## src/hw/rtl/pngu_pkg.sv

```systemverilog
package pngu_pkg;

    localparam int MAX_ROW_BYTES_DEF   = 16384;
    localparam int MAX_PIXEL_BYTES_DEF = 8;

    localparam int CFG_IDX_W  = 2;
    localparam int CFG_DATA_W = 16;

    localparam logic [CFG_IDX_W-1:0] REG_ROW_BYTES   = 2'd0;
    localparam logic [CFG_IDX_W-1:0] REG_PIXEL_BYTES = 2'd1;
    localparam logic [CFG_IDX_W-1:0] REG_ROW_COUNT   = 2'd2;

    localparam logic [2:0] FLT_NONE  = 3'd0;
    localparam logic [2:0] FLT_SUB   = 3'd1;
    localparam logic [2:0] FLT_UP    = 3'd2;
    localparam logic [2:0] FLT_AVG   = 3'd3;
    localparam logic [2:0] FLT_PAETH = 3'd4;

    localparam logic [1:0] ST_OK         = 2'd0;
    localparam logic [1:0] ST_BAD_FILTER = 2'd1;
    localparam logic [1:0] ST_EARLY_END  = 2'd2;

    localparam logic [1:0] KIND_CLEAR = 2'd0;
    localparam logic [1:0] KIND_BYTE  = 2'd1;
    localparam logic [1:0] KIND_ERROR = 2'd2;

    typedef struct packed {
        logic [1:0] kind;
        logic [2:0] filter;
        logic       first_row;
        logic       last_col;
        logic       fin;
        logic [7:0] data;
        logic [1:0] status;
    } t_item;

endpackage

```

## src/hw/rtl/pngu_ctl.sv

```systemverilog
module pngu_ctl #(
    parameter int MAX_ROW_BYTES   = pngu_pkg::MAX_ROW_BYTES_DEF,
    parameter int MAX_PIXEL_BYTES = pngu_pkg::MAX_PIXEL_BYTES_DEF,
    parameter int AW              = 14,
    parameter int PW              = 3
) (
    input  logic                              i_clk,
    input  logic                              i_rst_n,
    input  logic                              i_s_tvalid,
    input  logic [7:0]                        i_s_tdata,
    input  logic                              i_s_tlast,
    input  logic                              i_ready,
    input  logic                              i_cfg_valid,
    output logic                              o_cfg_ready,
    input  logic [pngu_pkg::CFG_IDX_W-1:0]    i_cfg_index,
    input  logic [pngu_pkg::CFG_DATA_W-1:0]   i_cfg_data,
    output logic                              o_item_valid,
    output pngu_pkg::t_item                   o_item,
    output logic [AW-1:0]                     o_item_col,
    output logic [PW-1:0]                     o_pix_idx
);

    localparam int CW = (AW > 15) ? AW : 15;

    localparam logic [1:0] PH_FILTER = 2'd0;
    localparam logic [1:0] PH_ROW    = 2'd1;
    localparam logic [1:0] PH_DONE   = 2'd2;
    localparam logic [1:0] PH_ERROR  = 2'd3;

    logic [14:0]   r_row_bytes,   n_row_bytes;
    logic [3:0]    r_pixel_bytes, n_pixel_bytes;
    logic [15:0]   r_row_count,   n_row_count;
    logic [AW-1:0] r_col,         n_col;
    logic [15:0]   r_row_idx,     n_row_idx;
    logic [2:0]    r_filter,      n_filter;
    logic [1:0]    r_phase,       n_phase;
    logic          r_first_row,   n_first_row;

    logic          accept;
    logic          restart;
    logic [14:0]   rb_eff;
    logic [15:0]   rc_eff;
    logic [3:0]    pb_m1;
    logic          last_col;
    logic          last_row;
    logic          fin;

    assign accept      = i_s_tvalid && i_ready;
    assign o_cfg_ready = 1'b1;

    always_comb begin
        if (r_row_bytes == 15'd0) begin
            rb_eff = 15'd1;
        end else if ((CW+1)'(r_row_bytes) > (CW+1)'(MAX_ROW_BYTES)) begin
            rb_eff = 15'(MAX_ROW_BYTES);
        end else begin
            rb_eff = r_row_bytes;
        end
        rc_eff = (r_row_count == 16'd0) ? 16'd1 : r_row_count;
        if (r_pixel_bytes == 4'd0) begin
            pb_m1 = 4'd0;
        end else if (r_pixel_bytes > 4'(MAX_PIXEL_BYTES)) begin
            pb_m1 = 4'(MAX_PIXEL_BYTES - 1);
        end else begin
            pb_m1 = r_pixel_bytes - 4'd1;
        end
    end

    assign o_pix_idx = pb_m1[PW-1:0];
    assign last_col  = (CW'(r_col) + CW'(1)) == CW'(rb_eff);
    assign last_row  = (r_row_idx + 16'd1) == rc_eff;
    assign fin       = last_col && last_row;

    always_comb begin
        n_row_bytes   = r_row_bytes;
        n_pixel_bytes = r_pixel_bytes;
        n_row_count   = r_row_count;
        n_col         = r_col;
        n_row_idx     = r_row_idx;
        n_filter      = r_filter;
        n_phase       = r_phase;
        n_first_row   = r_first_row;
        restart       = 1'b0;
        o_item_valid  = 1'b0;
        o_item_col    = r_col;
        o_item.kind      = pngu_pkg::KIND_BYTE;
        o_item.filter    = r_filter;
        o_item.first_row = r_first_row;
        o_item.last_col  = last_col;
        o_item.fin       = fin;
        o_item.data      = i_s_tdata;
        o_item.status    = pngu_pkg::ST_OK;

        if (i_cfg_valid) begin
            unique case (i_cfg_index)
                pngu_pkg::REG_ROW_BYTES: begin
                    n_row_bytes = i_cfg_data[14:0];
                    restart     = 1'b1;
                end
                pngu_pkg::REG_PIXEL_BYTES: begin
                    n_pixel_bytes = i_cfg_data[3:0];
                    restart       = 1'b1;
                end
                pngu_pkg::REG_ROW_COUNT: begin
                    n_row_count = i_cfg_data;
                    restart     = 1'b1;
                end
                default: begin
                end
            endcase
            if (restart) begin
                n_col       = '0;
                n_row_idx   = 16'd0;
                n_filter    = pngu_pkg::FLT_NONE;
                n_phase     = PH_FILTER;
                n_first_row = 1'b1;
            end
        end else if (accept) begin
            unique case (r_phase)
                PH_FILTER: begin
                    o_item_valid = 1'b1;
                    if (i_s_tdata > 8'(pngu_pkg::FLT_PAETH)) begin
                        o_item.kind   = pngu_pkg::KIND_ERROR;
                        o_item.status = pngu_pkg::ST_BAD_FILTER;
                        n_phase       = PH_ERROR;
                    end else if (i_s_tlast) begin
                        o_item.kind   = pngu_pkg::KIND_ERROR;
                        o_item.status = pngu_pkg::ST_EARLY_END;
                        n_phase       = PH_ERROR;
                    end else begin
                        o_item.kind = pngu_pkg::KIND_CLEAR;
                        n_filter    = i_s_tdata[2:0];
                        n_col       = '0;
                        n_phase     = PH_ROW;
                    end
                end
                PH_ROW: begin
                    o_item_valid = 1'b1;
                    if (i_s_tlast && !fin) begin
                        o_item.kind   = pngu_pkg::KIND_ERROR;
                        o_item.status = pngu_pkg::ST_EARLY_END;
                        n_phase       = PH_ERROR;
                    end else if (last_col) begin
                        n_col = '0;
                        if (last_row) begin
                            n_phase = PH_DONE;
                        end else begin
                            n_row_idx   = r_row_idx + 16'd1;
                            n_first_row = 1'b0;
                            n_phase     = PH_FILTER;
                        end
                    end else begin
                        n_col = r_col + AW'(1);
                    end
                end
                default: begin
                end
            endcase
        end
    end

    always_ff @(posedge i_clk) begin
        if (!i_rst_n) begin
            r_row_bytes   <= 15'd1;
            r_pixel_bytes <= 4'd1;
            r_row_count   <= 16'd1;
            r_col         <= '0;
            r_row_idx     <= 16'd0;
            r_filter      <= pngu_pkg::FLT_NONE;
            r_phase       <= PH_FILTER;
            r_first_row   <= 1'b1;
        end else begin
            r_row_bytes   <= n_row_bytes;
            r_pixel_bytes <= n_pixel_bytes;
            r_row_count   <= n_row_count;
            r_col         <= n_col;
            r_row_idx     <= n_row_idx;
            r_filter      <= n_filter;
            r_phase       <= n_phase;
            r_first_row   <= n_first_row;
        end
    end

endmodule

```

## config.mk

```make
export PLATFORM = sky130hd
export DESIGN_NAME = pngu_ctl
export DESIGN_NICKNAME = d
export VERILOG_FILES = /design/src/hw/rtl/pngu_pkg.sv /design/src/hw/rtl/pngu_ctl.sv
export SDC_FILE = /design/constraint.sdc
export NUM_CORES = 1
export LEC_CHECK = 0
export BUFFER_PORTS_ARGS = -buffer_cell sky130_fd_sc_hd__buf_4
export CAP_MARGIN = 30
export CORE_MARGIN = 5
export CORE_UTILIZATION = 50
export DETAILED_ROUTE_END_ITERATION = 6
export PLACE_DENSITY = 0.72
export SETUP_SLACK_MARGIN = 0.4
export SYNTH_ARGS = -nofsm -noshare
export SYNTH_HDL_FRONTEND = slang
export SYNTH_SLANG_ARGS = --single-unit
```

## constraint.sdc

```tcl
create_clock -name i_clk -period 5.3 [get_ports i_clk]
set_input_delay 0.265 -clock i_clk [delete_from_list [all_inputs] [get_ports i_clk]]
set_output_delay 0.265 -clock i_clk [all_outputs]
set_load 0.005 [all_outputs]
```

==> impl_metrics.ini, run 1 <==
[clock_tree]
clkLatencyLatePin_ns = 0.37
cts_resized = 0
h-tree-depth = 3
clk_pin_slew_ns = 0.10
post_cts_buffers = 0
cts_hold_buf = 0
tritoncts = done
cts_made_buffers = 9
cts_root_buffer = clkbuf_8
clock_sinks = 71
cts_buffer_depth = 2

[timing]
min_period_ns = 4.60
worst_pin_slew_ns = 0.945
hold_viol = 0
maxSlewHeadroom = 0.364
timing.setup.tns_ns = 0
clock_skew_ns = 0.0160
drv_slew = 0
period_share = 0.868
fmax_ghz = 0.217
setup_violations = 0
rsz0062_at_grt = no

[routing]
wl_um = 13100
drc = 0
wire_per_inst_um = 17.5
vias = 4552
drt-initial-drc-count = 260
ant_nets = 0
detail_route.first_pass.iterations = 5
via_per_inst = 6.09

[grt]
antenna_found_initial = 0
overflow = 0
first_global_vias = 4350
grt_pass1_wl_um = 21700
grt_max_degree = 33
grt_usage = 0.239

[power_and_ir_drop]
p_leak_nw = 1.94
ir_worst_vdd_uv = 146
power_density_nw_per_um2 = 232

[logic_synthesis]
synthCells = 600
synth_common_cells = 103 x nand2_1, 71 x dfxtp_1, 52 x a21oi_1
synth_edf_count = 0
synth.distinct_cells = 65
yosysMostFrequentCell = nand2_1
synth_warnings = 0
yosys-top-cells-area = dfxtp_1 32%, nand2_1 8.6%, a21oi_1 5.8%, xnor2_1 4.1%, o21ai_0 3.6%
synthFlopType = dfxtp_1
synth_top_area_share = 0.317
synthArstFlopShare = 0
syn-num-nets = 635
synth_area_leader_cell = dfxtp_1
syn_area_um2 = 4480
avgSynthCellArea_um2 = 7.47
synth_seq_cells = 71
ys_seq_area_frac = 0.317

[die]
die_area_um2 = 11000
ios = 69
core_um2 = 8720
rows = 34
start_util = 0.514
die_x_um = 105
die_height_um = 105

[layout]
drive_gt1_frac = 0.155
synthToLayoutAreaGrowth_pct = 14.2
fin_nets = 669
num-fill-cells = 830
diodes = 0
design_area_um2 = 5120

[placement]
hpwl_um = 9890
gp_congestion = 0.904
port_buffers = 67
postPlaceCellArea_um2 = 4910

[min_path]
hold_class = input pin to flip-flop
hold_depth = 3

[setup_path]
crit_fanout = 14
reg2regPathDepth = 10
arrival_ns = 4.34
path_class = flip-flop to primary output
end_kind = primary output
crit_required_ns = 5.04
crit_path_start_kind = flip-flop

[outcome]
status = finished clean

[flow_run]
cap_violations = 0
==> critical path, cell delays in order, from the launching register on <==
cell and delay [ns]:
dfxtp_1 0.47, ha_1 0.32, nand3_1 0.24, o211a_1 0.29
a221o_1 0.25, or4_1 0.52, or4_4 0.56, nor4b_4 0.62
and3_1 0.32, nand2_1 0.08, and3_1 0.18, buf_4 0.13
==> report_power, final <==
group	switching (W)	internal, W
Combinational	0.0000900	0.0000694
Clock	0.000247	0.000227
Sequential	0.0000131	0.000544
==> final cells by class <==
type	count	area [um2]	area share
inverter	21	78.8	0.0154
sequential	71	1420	0.277
tap	108	135	0.0264
clock buffer	9	124	0.0242
timing repair buffer	71	531	0.104
clock inverter	7	85.1	0.0166
multi-input combinational	460	2750	0.536
==> placed cells by master, fill, tap and decap left out, drive strengths merged, types with 3 or more instances in the layout <==
cell type / instances
and2: 7
and4: 6
and3: 7
xnor2: 21
nand3b: 10
a211oi: 5
nor3b: 3
o211ai: 5
a21oi: 52
o31ai: 6
dfxtp: 71
a21o: 4
nand3: 22
mux2: 4
nand2: 103
nand2b: 10
ha: 3
xor2: 7
nor2: 24
nor2b: 5
or4: 12
a31oi: 8
buf: 71
or3: 12
o22ai: 4
nor3: 10
o21ai: 33
clkbuf: 9
mux2i: 6
nand4: 22
inv: 25
nor4: 14
==> per-layer routing <==
layer | up-vias | part of all wire | global-route usage
met1 | 2156 | 0.44 | 0.316
li1 | 2234 | - | -
met5 | - | 0 | 0
met3 | 26 | 0.064 | 0.0654
met2 | 136 | 0.47 | 0.376
met4 | 0 | 0.028 | 0.0831
==> kinds of logic (layout without fill, tap and decap cells) <==
family          count (synthesis)  after routing  share of synthesized area
simple gates                  274            274                      0.321
compound gates                141            141                      0.195
flops                          71             71                      0.317
buf+inv                        69            108                     0.0703
xor+xnor                       29             29                     0.0597
mux                            10             10                     0.0234
fa+ha+maj                       5              5                     0.0128
other cells                     1              1                   0.000836
==> registers in the layout (all words and copies together) (netlist names) <==
| register | flops |
|---|---|
| o_item_col | 14 |
| r_filter | 3 |
| r_row_idx | 16 |
| r_phase | 2 |
| r_row_count | 16 |
| r_pixel_bytes | 4 |
| r_first_row | 1 |
| r_row_bytes | 15 |
==> final timing paths <==
kind,startpoint,to,slack (ns)
max,o_item_col[0],o_item[17],0.70
min,i_cfg_data[13],r_row_bytes[13],0.14
max reg2reg,o_item_col[0],r_row_idx[4],0.91
min reg2reg,r_first_row,r_first_row,0.47
==> per-stage QoR <==
stage / worst slack [ns] / std cells / hold WS (ns) / total power (W) / utilization
after global placement: 1.05 / 730 / 0.457 / 0.000724 / 0.563
final: 0.700 / 747 / 0.138 / 0.00119 / 0.587
after detailed placement: 0.931 / 731 / 0.461 / 0.000728 / 0.563
after CTS: 0.646 / 747 / 0.126 / 0.00120 / 0.587
after floorplan: 1.58 / 600 / 0.389 / 0.000669 / -
after global routing: 0.411 / 747 / 0.136 / 0.00124 / 0.587
(Power assumes the default switching activity.)
==> inputs of run 2 (changes only) <==
- ABC_AREA: unset -> 1
- CAP_MARGIN: 30 -> unset
- PLACE_DENSITY: 0.72 -> 0.71
==> impl_metrics.ini, run 2 <==
[setup_path]
cp_common_cell = nand2_1
crit_path_start_kind = flip-flop
end_kind = primary output
crit_fanout = 6
cp_cell_sequence = ha_1 > nand2_1 > inv_1 > nand2_1 > nor2_1 > xor2_1 > nor2_1 > nor2_1 > nand2_1 > nor2_2 > nand3_2 > nand2_1 > inv_1 > o21ai_0 > buf_4
crit_required_ns = 5.04
slowest_delay_ns = 0.43
critPathSlowestCell = dfxtp_1
arrival_ns = 3.01
path_class = flip-flop to primary output

[logic_synthesis]
synthAdderAreaFrac = 0.00780
synth_top_area_share = 0.295
synth_edf_count = 0
avgSynthCellArea_um2 = 5.77
synth_warnings = 0
synth_xor_area_frac = 0.00910
yosys.area_share.simple = 0.464
yosysMostFrequentCell = nand2_1
synth_compound_area_frac = 0.101
synth_common_cells = 255 x nand2_1, 132 x nor2_1, 99 x inv_1
synth_top_family_by_area = simple AND/OR/NAND/NOR gates
yosys-top-cells-area = dfxtp_1 30%, nand2_1 20%, nor2_1 10%, nand3_1 8.8%, inv_1 7.7%
synthCells = 834
synthFlopType = dfxtp_1
synth_seq_cells = 71
muxShareOfSynthArea = 0
syn_area_um2 = 4810
synth_area_leader_cell = dfxtp_1
syn-num-nets = 869
synthArstFlopShare = 0
synth.distinct_cells = 34
ys_seq_area_frac = 0.295

[routing]
drc = 0
via_per_inst = 5.25
detail_route.first_pass.iterations = 5
ant_nets = 0
vias = 5292
wire_per_inst_um = 13.4
wl_um = 13500
drt-initial-drc-count = 371

[die]
die_area_um2 = 11700
ios = 69
die_x_um = 108
die_height_um = 108
core_um2 = 9330
start_util = 0.516
rows = 35

[grt]
grt_max_degree = 62
grt_pass1_wl_um = 22900
grt_busiest_layer = met2
overflow = 0
grt_usage = 0.243
first_global_vias = 4887
antenna_found_initial = 0
use_met1 = 0.308
gr-usage-met3 = 0.0472
gr-usage-met2 = 0.415

[clock_tree]
clkLatencyLatePin_ns = 0.37
clock_sinks = 71
tritoncts = done
cts_buffer_depth = 2
clk_pin_slew_ns = 0.08
cts_resized = 0
post_cts_buffers = 0
cts_hold_buf = 0
cts_root_buffer = clkbuf_8
h-tree-depth = 3
cts_made_buffers = 9

[timing]
maxSlewHeadroom = 0.247
hold_viol = 0
fmax_ghz = 0.305
min_period_ns = 3.28
timing.setup.tns_ns = 0
drv_slew = 0
clock_skew_ns = 0.0107
period_share = 0.618
worst_pin_slew_ns = 1.13
setup_violations = 0
rsz0062_at_grt = no
setup_ws_ns = 2.02

[layout]
drive_gt1_frac = 0.118
mostFrequentLayoutCells = 255 x nand2_1, 132 x nor2_1, 99 x inv_1, 85 x nand3_1, 71 x dfxtp_1
fin_nets = 909
num-fill-cells = 918
top_regs = r_row_count: 16 flops, r_row_idx: 16 flops, r_row_bytes: 15 flops
layout.cells.most_common = nand2_1
synthToLayoutAreaGrowth_pct = 13.0
diodes = 0

[placement]
post-place-ws_ns = 2.45
port_buffers = 67
gp_congestion = 0.920
hpwl_um = 10300

[power_and_ir_drop]
power_density_nw_per_um2 = 239
ir_worst_vdd_uv = 212
p_leak_nw = 2.60

[flow_run]
cap_violations = 0

[outcome]
status = finished clean

[min_path]
hold_class = input pin to flip-flop
run 2: changes by cell type after synthesis, sizes merged, moves of 11 or more:
cell,before,now
nor4,14,0
inv,21,100
or4,12,0
clkbuf,28,15
nand3,22,88
nor2,24,143
a21oi,52,41
nand2,103,258
or3,12,0
xnor2,21,1
o21ai,33,45
run 2: metal layers:
layer / vias to the layer above / part of all wire / routed length (um)
met3: 22 / 0.065 / 878
met2: 181 / 0.48 / 6510
met4: 0 / 0.022 / 299
met1: 2369 / 0.43 / 5830
li1: 2720 / - / -
met5: - / 0 / 0
run 2: critical path, delay by kind of cell (launching register included):
family / cells / cell delay (ns)
compound gates: 1 / 0.27
xor+xnor: 1 / 0.30
fa+ha+maj: 1 / 0.20
buf+inv: 3 / 0.33
flops: 1 / 0.43
simple gates: 9 / 1.11
run 2: final timing paths:
kind,start,endpoint,slack (ns),cells after the start
worst max-delay path,o_item_col[0],o_item[16],2.02,15
worst min-delay path,i_cfg_data[4],r_row_bytes[4],0.14,3
worst min register to register,r_first_row,r_first_row,0.45,2
worst max register to register,o_item_col[0],r_row_idx[6],2.40,15
run 2: power by group:
group          total [W]  internal [W]  leakage, nW  switching (W)
registers       0.000603      0.000566        0.581      0.0000370
logic           0.000300      0.000119         1.94       0.000182
clock network   0.000398      0.000171       0.0789       0.000226
total            0.00130      0.000856         2.60       0.000445
run 2: cell families after synthesis:
family,Yosys count
AO/OA/AOI/OAI,93
XOR/XNOR,5
adder cells (fa/ha/maj),3
buffers and inverters,138
flip-flops,71
other,1
AND/OR/NAND/NOR,523
run 2: metrics by stage:
stage                     hold slack [ns]  cell area [um2]  total power, W  utilization  instances
after detailed placement            0.439             5270        0.000913        0.564        992
after floorplan                     0.395             4810        0.000815            -        834
after global placement              0.434             5270        0.000908        0.564        992
after CTS                           0.128             5440         0.00131        0.583       1008
final                               0.140             5440         0.00130        0.583       1008
after global routing                0.141             5440         0.00138        0.583       1008
run 2: final cells by class:
class | count | area, um2 | share of cell area
multi-input cells | 625 | 2800 | 0.516
inverters | 100 | 375 | 0.0690
well taps | 129 | 161 | 0.0297
repair buffers | 67 | 503 | 0.0925
clock inverters | 6 | 45.0 | 0.00828
flip-flops and latches | 71 | 1420 | 0.261
clock buffers | 10 | 128 | 0.0235
